**src/hdl/lss_pkg.sv**
```systemverilog
// Shared types and codes for the LIFO stack with search.
// No dependencies.
package lss_pkg;

  typedef enum logic [2:0] {
    MODE_PUSH  = 3'd0,
    MODE_POP   = 3'd1,
    MODE_PEEK  = 3'd2,
    MODE_CLEAR = 3'd3,
    MODE_FIND  = 3'd4
  } mode_e;

  typedef enum logic [1:0] {
    ST_OK    = 2'd0,
    ST_FULL  = 2'd1,
    ST_EMPTY = 2'd2
  } status_e;

  typedef enum logic [2:0] {
    S_IDLE = 3'b001,
    S_READ = 3'b010,
    S_FIND = 3'b100
  } state_e;

  localparam int unsigned WordW  = 32;
  localparam int unsigned IndexW = 6;
  localparam int unsigned CountW = 7;

endpackage

```
**src/hdl/lifo_stack_with_search_unit.sv**
```systemverilog
// LIFO stack of signed words with bottom-up search, held in one synchronous RAM.
// Depends on lss_pkg.
//
// channel  | ports                                         | handshake
// request  | mode_i, value_i                               | start & !busy
// result   | data_out_o, status_o, found_o, found_index_o, | valid_o, one cycle
//          | count_o, is_empty_o                           |
//
// Push, clear, refused requests and unused modes complete straight from idle.
// Pop and peek: one RAM read, through S_READ. Find scans upward from the bottom in
// S_FIND and ends at the first match or at the top word; an empty stack completes
// straight from idle; one RAM read per word scanned, through the single read port.
// Reset clears the word count; RAM contents need no clearing.
// Results are registered; the receiver cannot stall.
module lifo_stack_with_search_unit #(
  parameter int unsigned DEPTH = 64
) (
  input  logic                                  clk_i,
  input  logic                                  rst_ni,
  input  logic                                  start,
  output logic                                  busy,
  input  logic [2:0]                            mode_i,
  input  logic signed [lss_pkg::WordW-1:0]      value_i,
  output logic                                  valid_o,
  output logic signed [lss_pkg::WordW-1:0]      data_out_o,
  output logic [1:0]                            status_o,
  output logic                                  found_o,
  output logic [lss_pkg::IndexW-1:0]            found_index_o,
  output logic [lss_pkg::CountW-1:0]            count_o,
  output logic                                  is_empty_o
);

  localparam int unsigned AW = (DEPTH > 1) ? $clog2(DEPTH) : 1;
  localparam int unsigned CW = $clog2(DEPTH + 1);

  logic signed [lss_pkg::WordW-1:0] mem [DEPTH];

  lss_pkg::state_e state_q, state_d;
  logic [CW-1:0] cnt_q, cnt_d;
  logic [CW-1:0] scan_q, scan_d;
  logic [AW-1:0] rd_idx_q, rd_idx_d;
  logic          rd_vld_q, rd_vld_d;
  logic signed [lss_pkg::WordW-1:0] key_q, key_d;
  logic signed [lss_pkg::WordW-1:0] rdata_q;

  logic                             valid_q, valid_d;
  logic signed [lss_pkg::WordW-1:0] data_q, data_d;
  lss_pkg::status_e                 status_q, status_d;
  logic                             found_q, found_d;
  logic [AW-1:0]                    fidx_q, fidx_d;

  logic          rd_en, wr_en;
  logic [AW-1:0] rd_addr;
  logic          accept, is_full, is_zero;

  assign accept  = start && (state_q == lss_pkg::S_IDLE);
  assign is_full = (cnt_q == CW'(DEPTH));
  assign is_zero = (cnt_q == '0);

  always_comb begin
    state_d  = state_q;
    cnt_d    = cnt_q;
    scan_d   = scan_q;
    rd_idx_d = rd_idx_q;
    rd_vld_d = 1'b0;
    key_d    = key_q;
    valid_d  = 1'b0;
    data_d   = data_q;
    status_d = status_q;
    found_d  = found_q;
    fidx_d   = fidx_q;
    rd_en    = 1'b0;
    wr_en    = 1'b0;
    rd_addr  = scan_q[AW-1:0];

    unique case (state_q)
      lss_pkg::S_IDLE: begin
        if (accept) begin
          data_d   = '0;
          status_d = lss_pkg::ST_OK;
          found_d  = 1'b0;
          fidx_d   = '0;
          unique case (mode_i)
            lss_pkg::MODE_PUSH: begin
              valid_d = 1'b1;
              if (is_full) begin
                status_d = lss_pkg::ST_FULL;
              end else begin
                wr_en = 1'b1;
                cnt_d = cnt_q + CW'(1);
              end
            end
            lss_pkg::MODE_POP, lss_pkg::MODE_PEEK: begin
              if (is_zero) begin
                valid_d  = 1'b1;
                status_d = lss_pkg::ST_EMPTY;
              end else begin
                rd_en   = 1'b1;
                rd_addr = AW'(cnt_q - CW'(1));
                state_d = lss_pkg::S_READ;
                if (mode_i == lss_pkg::MODE_POP) begin
                  cnt_d = cnt_q - CW'(1);
                end
              end
            end
            lss_pkg::MODE_CLEAR: begin
              valid_d = 1'b1;
              cnt_d   = '0;
            end
            lss_pkg::MODE_FIND: begin
              if (is_zero) begin
                valid_d = 1'b1;
              end else begin
                key_d   = value_i;
                scan_d  = '0;
                state_d = lss_pkg::S_FIND;
              end
            end
            default: begin
              valid_d = 1'b1;
            end
          endcase
        end
      end
      lss_pkg::S_READ: begin
        valid_d = 1'b1;
        data_d  = rdata_q;
        state_d = lss_pkg::S_IDLE;
      end
      lss_pkg::S_FIND: begin
        if (scan_q < cnt_q) begin
          rd_en    = 1'b1;
          rd_addr  = scan_q[AW-1:0];
          rd_vld_d = 1'b1;
          rd_idx_d = scan_q[AW-1:0];
          scan_d   = scan_q + CW'(1);
        end
        if (rd_vld_q && (rdata_q == key_q)) begin
          valid_d  = 1'b1;
          found_d  = 1'b1;
          fidx_d   = rd_idx_q;
          rd_vld_d = 1'b0;
          state_d  = lss_pkg::S_IDLE;
        end else if (rd_vld_q && ((CW'(rd_idx_q) + CW'(1)) == cnt_q)) begin
          valid_d  = 1'b1;
          rd_vld_d = 1'b0;
          state_d  = lss_pkg::S_IDLE;
        end
      end
      default: begin
        state_d = lss_pkg::S_IDLE;
      end
    endcase
  end

  always_ff @(posedge clk_i) begin
    if (wr_en) begin
      mem[cnt_q[AW-1:0]] <= value_i;
    end
    if (rd_en) begin
      rdata_q <= mem[rd_addr];
    end
  end

  always_ff @(posedge clk_i or negedge rst_ni) begin
    if (!rst_ni) begin
      state_q  <= lss_pkg::S_IDLE;
      cnt_q    <= '0;
      rd_vld_q <= 1'b0;
      valid_q  <= 1'b0;
    end else begin
      state_q  <= state_d;
      cnt_q    <= cnt_d;
      rd_vld_q <= rd_vld_d;
      valid_q  <= valid_d;
    end
  end

  always_ff @(posedge clk_i) begin
    scan_q   <= scan_d;
    rd_idx_q <= rd_idx_d;
    key_q    <= key_d;
    data_q   <= data_d;
    status_q <= status_d;
    found_q  <= found_d;
    fidx_q   <= fidx_d;
  end

  assign busy          = (state_q != lss_pkg::S_IDLE);
  assign valid_o       = valid_q;
  assign data_out_o    = data_q;
  assign status_o      = status_q;
  assign found_o       = found_q;
  assign found_index_o = lss_pkg::IndexW'(fidx_q);
  assign count_o       = lss_pkg::CountW'(cnt_q);
  assign is_empty_o    = is_zero;

  a_cnt_bound: assert property (@(posedge clk_i) disable iff (!rst_ni)
    cnt_q <= CW'(DEPTH))
    else $error("word count above depth");

  a_no_result_busy: assert property (@(posedge clk_i) disable iff (!rst_ni)
    busy |-> !valid_o)
    else $error("result strobe while busy");

  a_push_grows: assert property (@(posedge clk_i) disable iff (!rst_ni)
    (accept && (mode_i == lss_pkg::MODE_PUSH) && !is_full) |=>
      (cnt_q == $past(cnt_q) + CW'(1)) && valid_o)
    else $error("push did not grow the stack");

  a_found_ok: assert property (@(posedge clk_i) disable iff (!rst_ni)
    (valid_o && found_o) |-> (status_o == lss_pkg::ST_OK) && (data_out_o == '0))
    else $error("find hit with bad status or data");

  a_find_scan_bound: assert property (@(posedge clk_i) disable iff (!rst_ni)
    (state_q == lss_pkg::S_FIND) |-> (scan_q <= cnt_q))
    else $error("search ran past the top of the stack");

endmodule
```
**config.mk**
```make
export PLATFORM = sky130hd
export DESIGN_NAME = lifo_stack_with_search_unit
export DESIGN_NICKNAME = d
export VERILOG_FILES = /design/src/hdl/lss_pkg.sv /design/src/hdl/lifo_stack_with_search_unit.sv
export SDC_FILE = /design/constraint.sdc
export NUM_CORES = 2
export LEC_CHECK = 0
export BUFFER_PORTS_ARGS = -buffer_cell sky130_fd_sc_hd__buf_2
export CORE_UTILIZATION = 60
export CTS_CLUSTER_DIAMETER = 100
export DETAILED_ROUTE_END_ITERATION = 8
export HOLD_SLACK_MARGIN = 0.02
export PLACE_DENSITY = 0.87
export REMOVE_ABC_BUFFERS = 1
export SYNTH_ARGS = -nofsm -noshare
export SYNTH_HDL_FRONTEND = slang
export SYNTH_SLANG_ARGS = --single-unit
```
**constraint.sdc**
```tcl
create_clock -name clk_i -period 11.9 [get_ports clk_i]
set_input_delay 1.19 -clock clk_i [delete_from_list [all_inputs] [get_ports clk_i]]
set_output_delay 1.19 -clock clk_i [all_outputs]
set_load 0.01 [all_outputs]
```
==> metrics.log <==
INFO  metric status = complete, but fails checks
INFO  metric failing_checks = capacitance limit, slew limit
INFO  metric globalRoute.totalOverflow = 0
INFO  metric timing.rr.end = rdata_q[4]
INFO  metric critical_path.max_stage_delay = about 1.3 ns
INFO  metric areaGrowthSynthToFinish = 11.8%
INFO  metric area_occupied_by_multi_input_gates = ~18,000 µm²
INFO  metric synth_area_leaders = sky130_fd_sc_hd__edfxtp_1 (77%), sky130_fd_sc_hd__mux2i_1 (11%), sky130_fd_sc_hd__o22ai_1 (3.3%)
INFO  metric grtUsageTotal = 0.344
INFO  metric dr_total_vias = roughly 50k
INFO  metric cts_post_setup_buffers_inserted = 0
INFO  metric fmax = 135 MHz
INFO  metric stdcell_area = 94,300 µm²
INFO  metric gp_routability_congestion = between 0.8 and 0.9
INFO  metric grt_setup_unrepaired = no
INFO  metric yosys.cell_types.count = between 60 and 70
INFO  metric worst-path-max-fanout = 140
INFO  metric slew_margin_rel = -0.0401
INFO  metric grt_first_pass_wirelength = between 300 and 400 mm
INFO  metric final_layout_size_suffix_gt1_frac = 0.126
INFO  metric cts_tree = done
INFO  metric num_rows = around 140
INFO  metric sequential_cell_area = around 65,000 µm²
INFO  metric place_hpwl = around 120 mm
INFO  metric routed_via_density = between 7 and 8
INFO  metric cpMaxStageDelayCell = sky130_fd_sc_hd__o41ai_1
INFO  metric place.port_buffers = 88
INFO  metric slew_viol_final = 5
INFO  metric r2r-start = count_o[0]
INFO  metric clk_path_buf_depth = 3
INFO  metric routedWlPerCell = roughly 36 µm
INFO  metric hp-class = in -> async
INFO  metric synth_enable_flop_cells = 2,166
INFO  metric yosysTopAreaCellShare = 0.771
INFO  metric syn_inst_count = between 4k and 5k
INFO  metric numCtsBuffers = 200
INFO  metric dpl_worst_slack = approximately 4.6 ns
INFO  metric critical_path_required_time = roughly 12 ns
INFO  metric fp.dieW = ~380 µm
INFO  metric design.final.nets = just under 5k
INFO  metric antenna_violations_before_repair = 24
INFO  metric final_min_period_over_clock_period = 0.624
INFO  metric path_depth_of_the_worst_reg2reg_path = 13
INFO  metric worst_ep_arrival_time = 7.90 ns
INFO  metric starting_utilization_of_the_core_area = 0.604
INFO  metric drt_iter0_drc = 9,836
INFO  metric setup_slack = ~4.5 ns
INFO  metric critPathMostFrequentCell = sky130_fd_sc_hd__buf_12
INFO  metric path_buf_inv = 4
INFO  metric cts.htree.levels = 4
INFO  metric maximum_number_of_pins_on_one_net_before_global_route_repair = 142
INFO  metric synth.yosys.warnings = 0
INFO  metric floorplan.core_area = 140,000 µm²
INFO  metric drt_first_pass_iters = 6
INFO  metric yosys_reg_bits = between 2k and 2.5k
INFO  metric synth-seq-area-share = 0.775
INFO  metric dieArea = 142,000 µm²
INFO  metric finalNonFillerCells = just under 7k
INFO  metric worstMarginPinSlew = between 1.5 and 2 ns
INFO  metric cts.hold.buffers_added = 0
INFO  metric cp-start-kind = register
INFO  metric syn_area = ~84,000 µm²
INFO  metric power_leakage = approximately 32 nW
INFO  metric synth_flop_cell = sky130_fd_sc_hd__edfxtp_1
INFO  metric route.detailed.drc = 0
INFO  metric ctsRootBufferMaster = sky130_fd_sc_hd__clkbuf_16
INFO  metric setup-violations-final = 0
INFO  metric cts_resized = 0
INFO  metric post_dp_cell_area = 87,800 µm²
INFO  metric antenna_left = 0
INFO  metric critical_path_end_type = register
INFO  metric critical_path.top_delay_family = buffers and inverters
INFO  metric clk_pin_slew = 0.06 ns
INFO  metric clock_skew = 0.0493 ns
INFO  metric power-per-cell-area = 187 nW/µm²
INFO  metric fin_hold_ws = 0.255 ns
INFO  metric synth_area_per_cell = roughly 18 µm²
INFO  metric path_cells = inv_1, ha_1, or3b_1, nand3b_4, clkinv_2, o21ai_4, nand2_4, buf_12, buf_12, mux2i_1, o22ai_1, o41ai_1, nand4_1
INFO  metric totalWireLength = about 250 mm
INFO  metric asyncSetResetFlopFracSynth = 0.00551
INFO  metric cts.sinks = 2,178
INFO  metric r2r_setup_slack = ~4.5 ns
INFO  metric layout_min_cycle_time = roughly 7.4 ns
INFO  metric worstSetupPathType = reg -> reg
INFO  metric placed_cells = 6,506
INFO  metric synth_top_cell_by_area = sky130_fd_sc_hd__edfxtp_1
INFO  metric synth_commonest_cells = sky130_fd_sc_hd__edfxtp_1 (2,166), sky130_fd_sc_hd__mux2i_1 (897), sky130_fd_sc_hd__o22ai_1 (451), sky130_fd_sc_hd__buf_2 (146), sky130_fd_sc_hd__clkbuf_1 (140)
INFO  metric floorplan.die.height = 377 µm
INFO  metric hold_vio_cnt_final = 0
INFO  metric synthMostInstantiatedCell = sky130_fd_sc_hd__edfxtp_1
INFO  metric grt_pass1_vias = 49.5k
INFO  metric max-vdd-ir-drop = roughly 160 µV
INFO  metric fillCellCount = just over 8k
INFO  metric max_cap_viols = 6
INFO  metric clkLatencyLatePin = 0.85 ns
INFO  metric ios = 89
worst max path at each step:
stage,from,to,slack (ns),cells after the start
floorplan,mode_i[1],rdata_q[0],-24.93,8
global placement,start,rdata_q[22],4.64,12
detailed placement,start,rdata_q[10],4.63,11
CTS,count_o[0],rdata_q[10],4.89,13
global route,count_o[0],rdata_q[4],4.46,13
finish,count_o[0],rdata_q[4],4.47,13
cell usage in the layout, fill, tap and decap left out, drive strengths merged, types with 21 or more instances in the layout:
master,count
a2111o,32
o31ai,34
and2,35
o21ai,111
clkbuf,252
nor2,93
nand4,42
edfxtp,2166
mux2i,898
diode,21
o22ai,451
buf,240
a2111oi,32
a211oi,64
nand3,124
clkinv,85
xnor2,39
mux2,33
o41ai,96
metrics by stage:
| step | TNS [ns] | utilization | total power, W |
|---|---|---|---|
| 4_1_cts | 0 | 0.675 | 0.0175 |
| 6_report | 0 | 0.676 | 0.0176 |
| 2_1_floorplan | -794.26 | - | 0.0124 |
| 5_1_grt | 0 | 0.675 | 0.0179 |
| 3_5_place_dp | 0 | 0.629 | 0.0112 |
| 3_3_place_gp | 0 | 0.629 | 0.0112 |
logic make-up (layout without fill, tap and decap cells):
| kind of cell | count (synthesis) | after routing | synth area share |
|---|---|---|---|
| flip-flops | 2178 | 2178 | 0.775 |
| multiplexers | 931 | 931 | 0.111 |
| AO/OA/AOI/OAI | 853 | 853 | 0.0691 |
| AND/OR/NAND/NOR | 356 | 356 | 0.0217 |
| buffers and inverters | 316 | 619 | 0.0166 |
| XOR/XNOR | 49 | 49 | 0.00509 |
| adder cells (fa/ha/maj) | 10 | 10 | 0.00148 |
| other | 0 | 21 | 0 |
layout make-up:
cell class / count / area share
Clock inverter: 114 / 0.0123
Tap cell: 1876 / 0.0249
Sequential cell: 2178 / 0.693
Antenna cell: 21 / 0.000558
Clock buffer: 252 / 0.0558
Timing Repair Buffer: 240 / 0.0181
Multi-Input combinational cell: 2199 / 0.195
Inverter: 13 / 0.000531
per-layer routing:
layer  global-route usage  routed length (µm)
met2                0.507              108000
met4                0.235               19000
met3                0.123               43100
met1                0.426               76700
met5                    0                 245
power by group:
part / total [W] / internal [W] / switching [W]
sequential: 0.00865 / 0.00854 / 0.000106
clock: 0.00638 / 0.00357 / 0.00282
combinational: 0.00261 / 0.000804 / 0.00181
total: 0.0176 / 0.0129 / 0.00473
state kept, by name, indices dropped and copies added, names as in the netlist:
register       count
scan_q             7
rd_idx_q           6
valid_o            1
count_o            7
key_q             32
state_q            3
found_o            1
found_index_o      6
status_o           2
rd_vld_q           1
mem             2048
rdata_q           32
data_out_o        32
No activity file was read; power rests on OpenSTA's default activity.
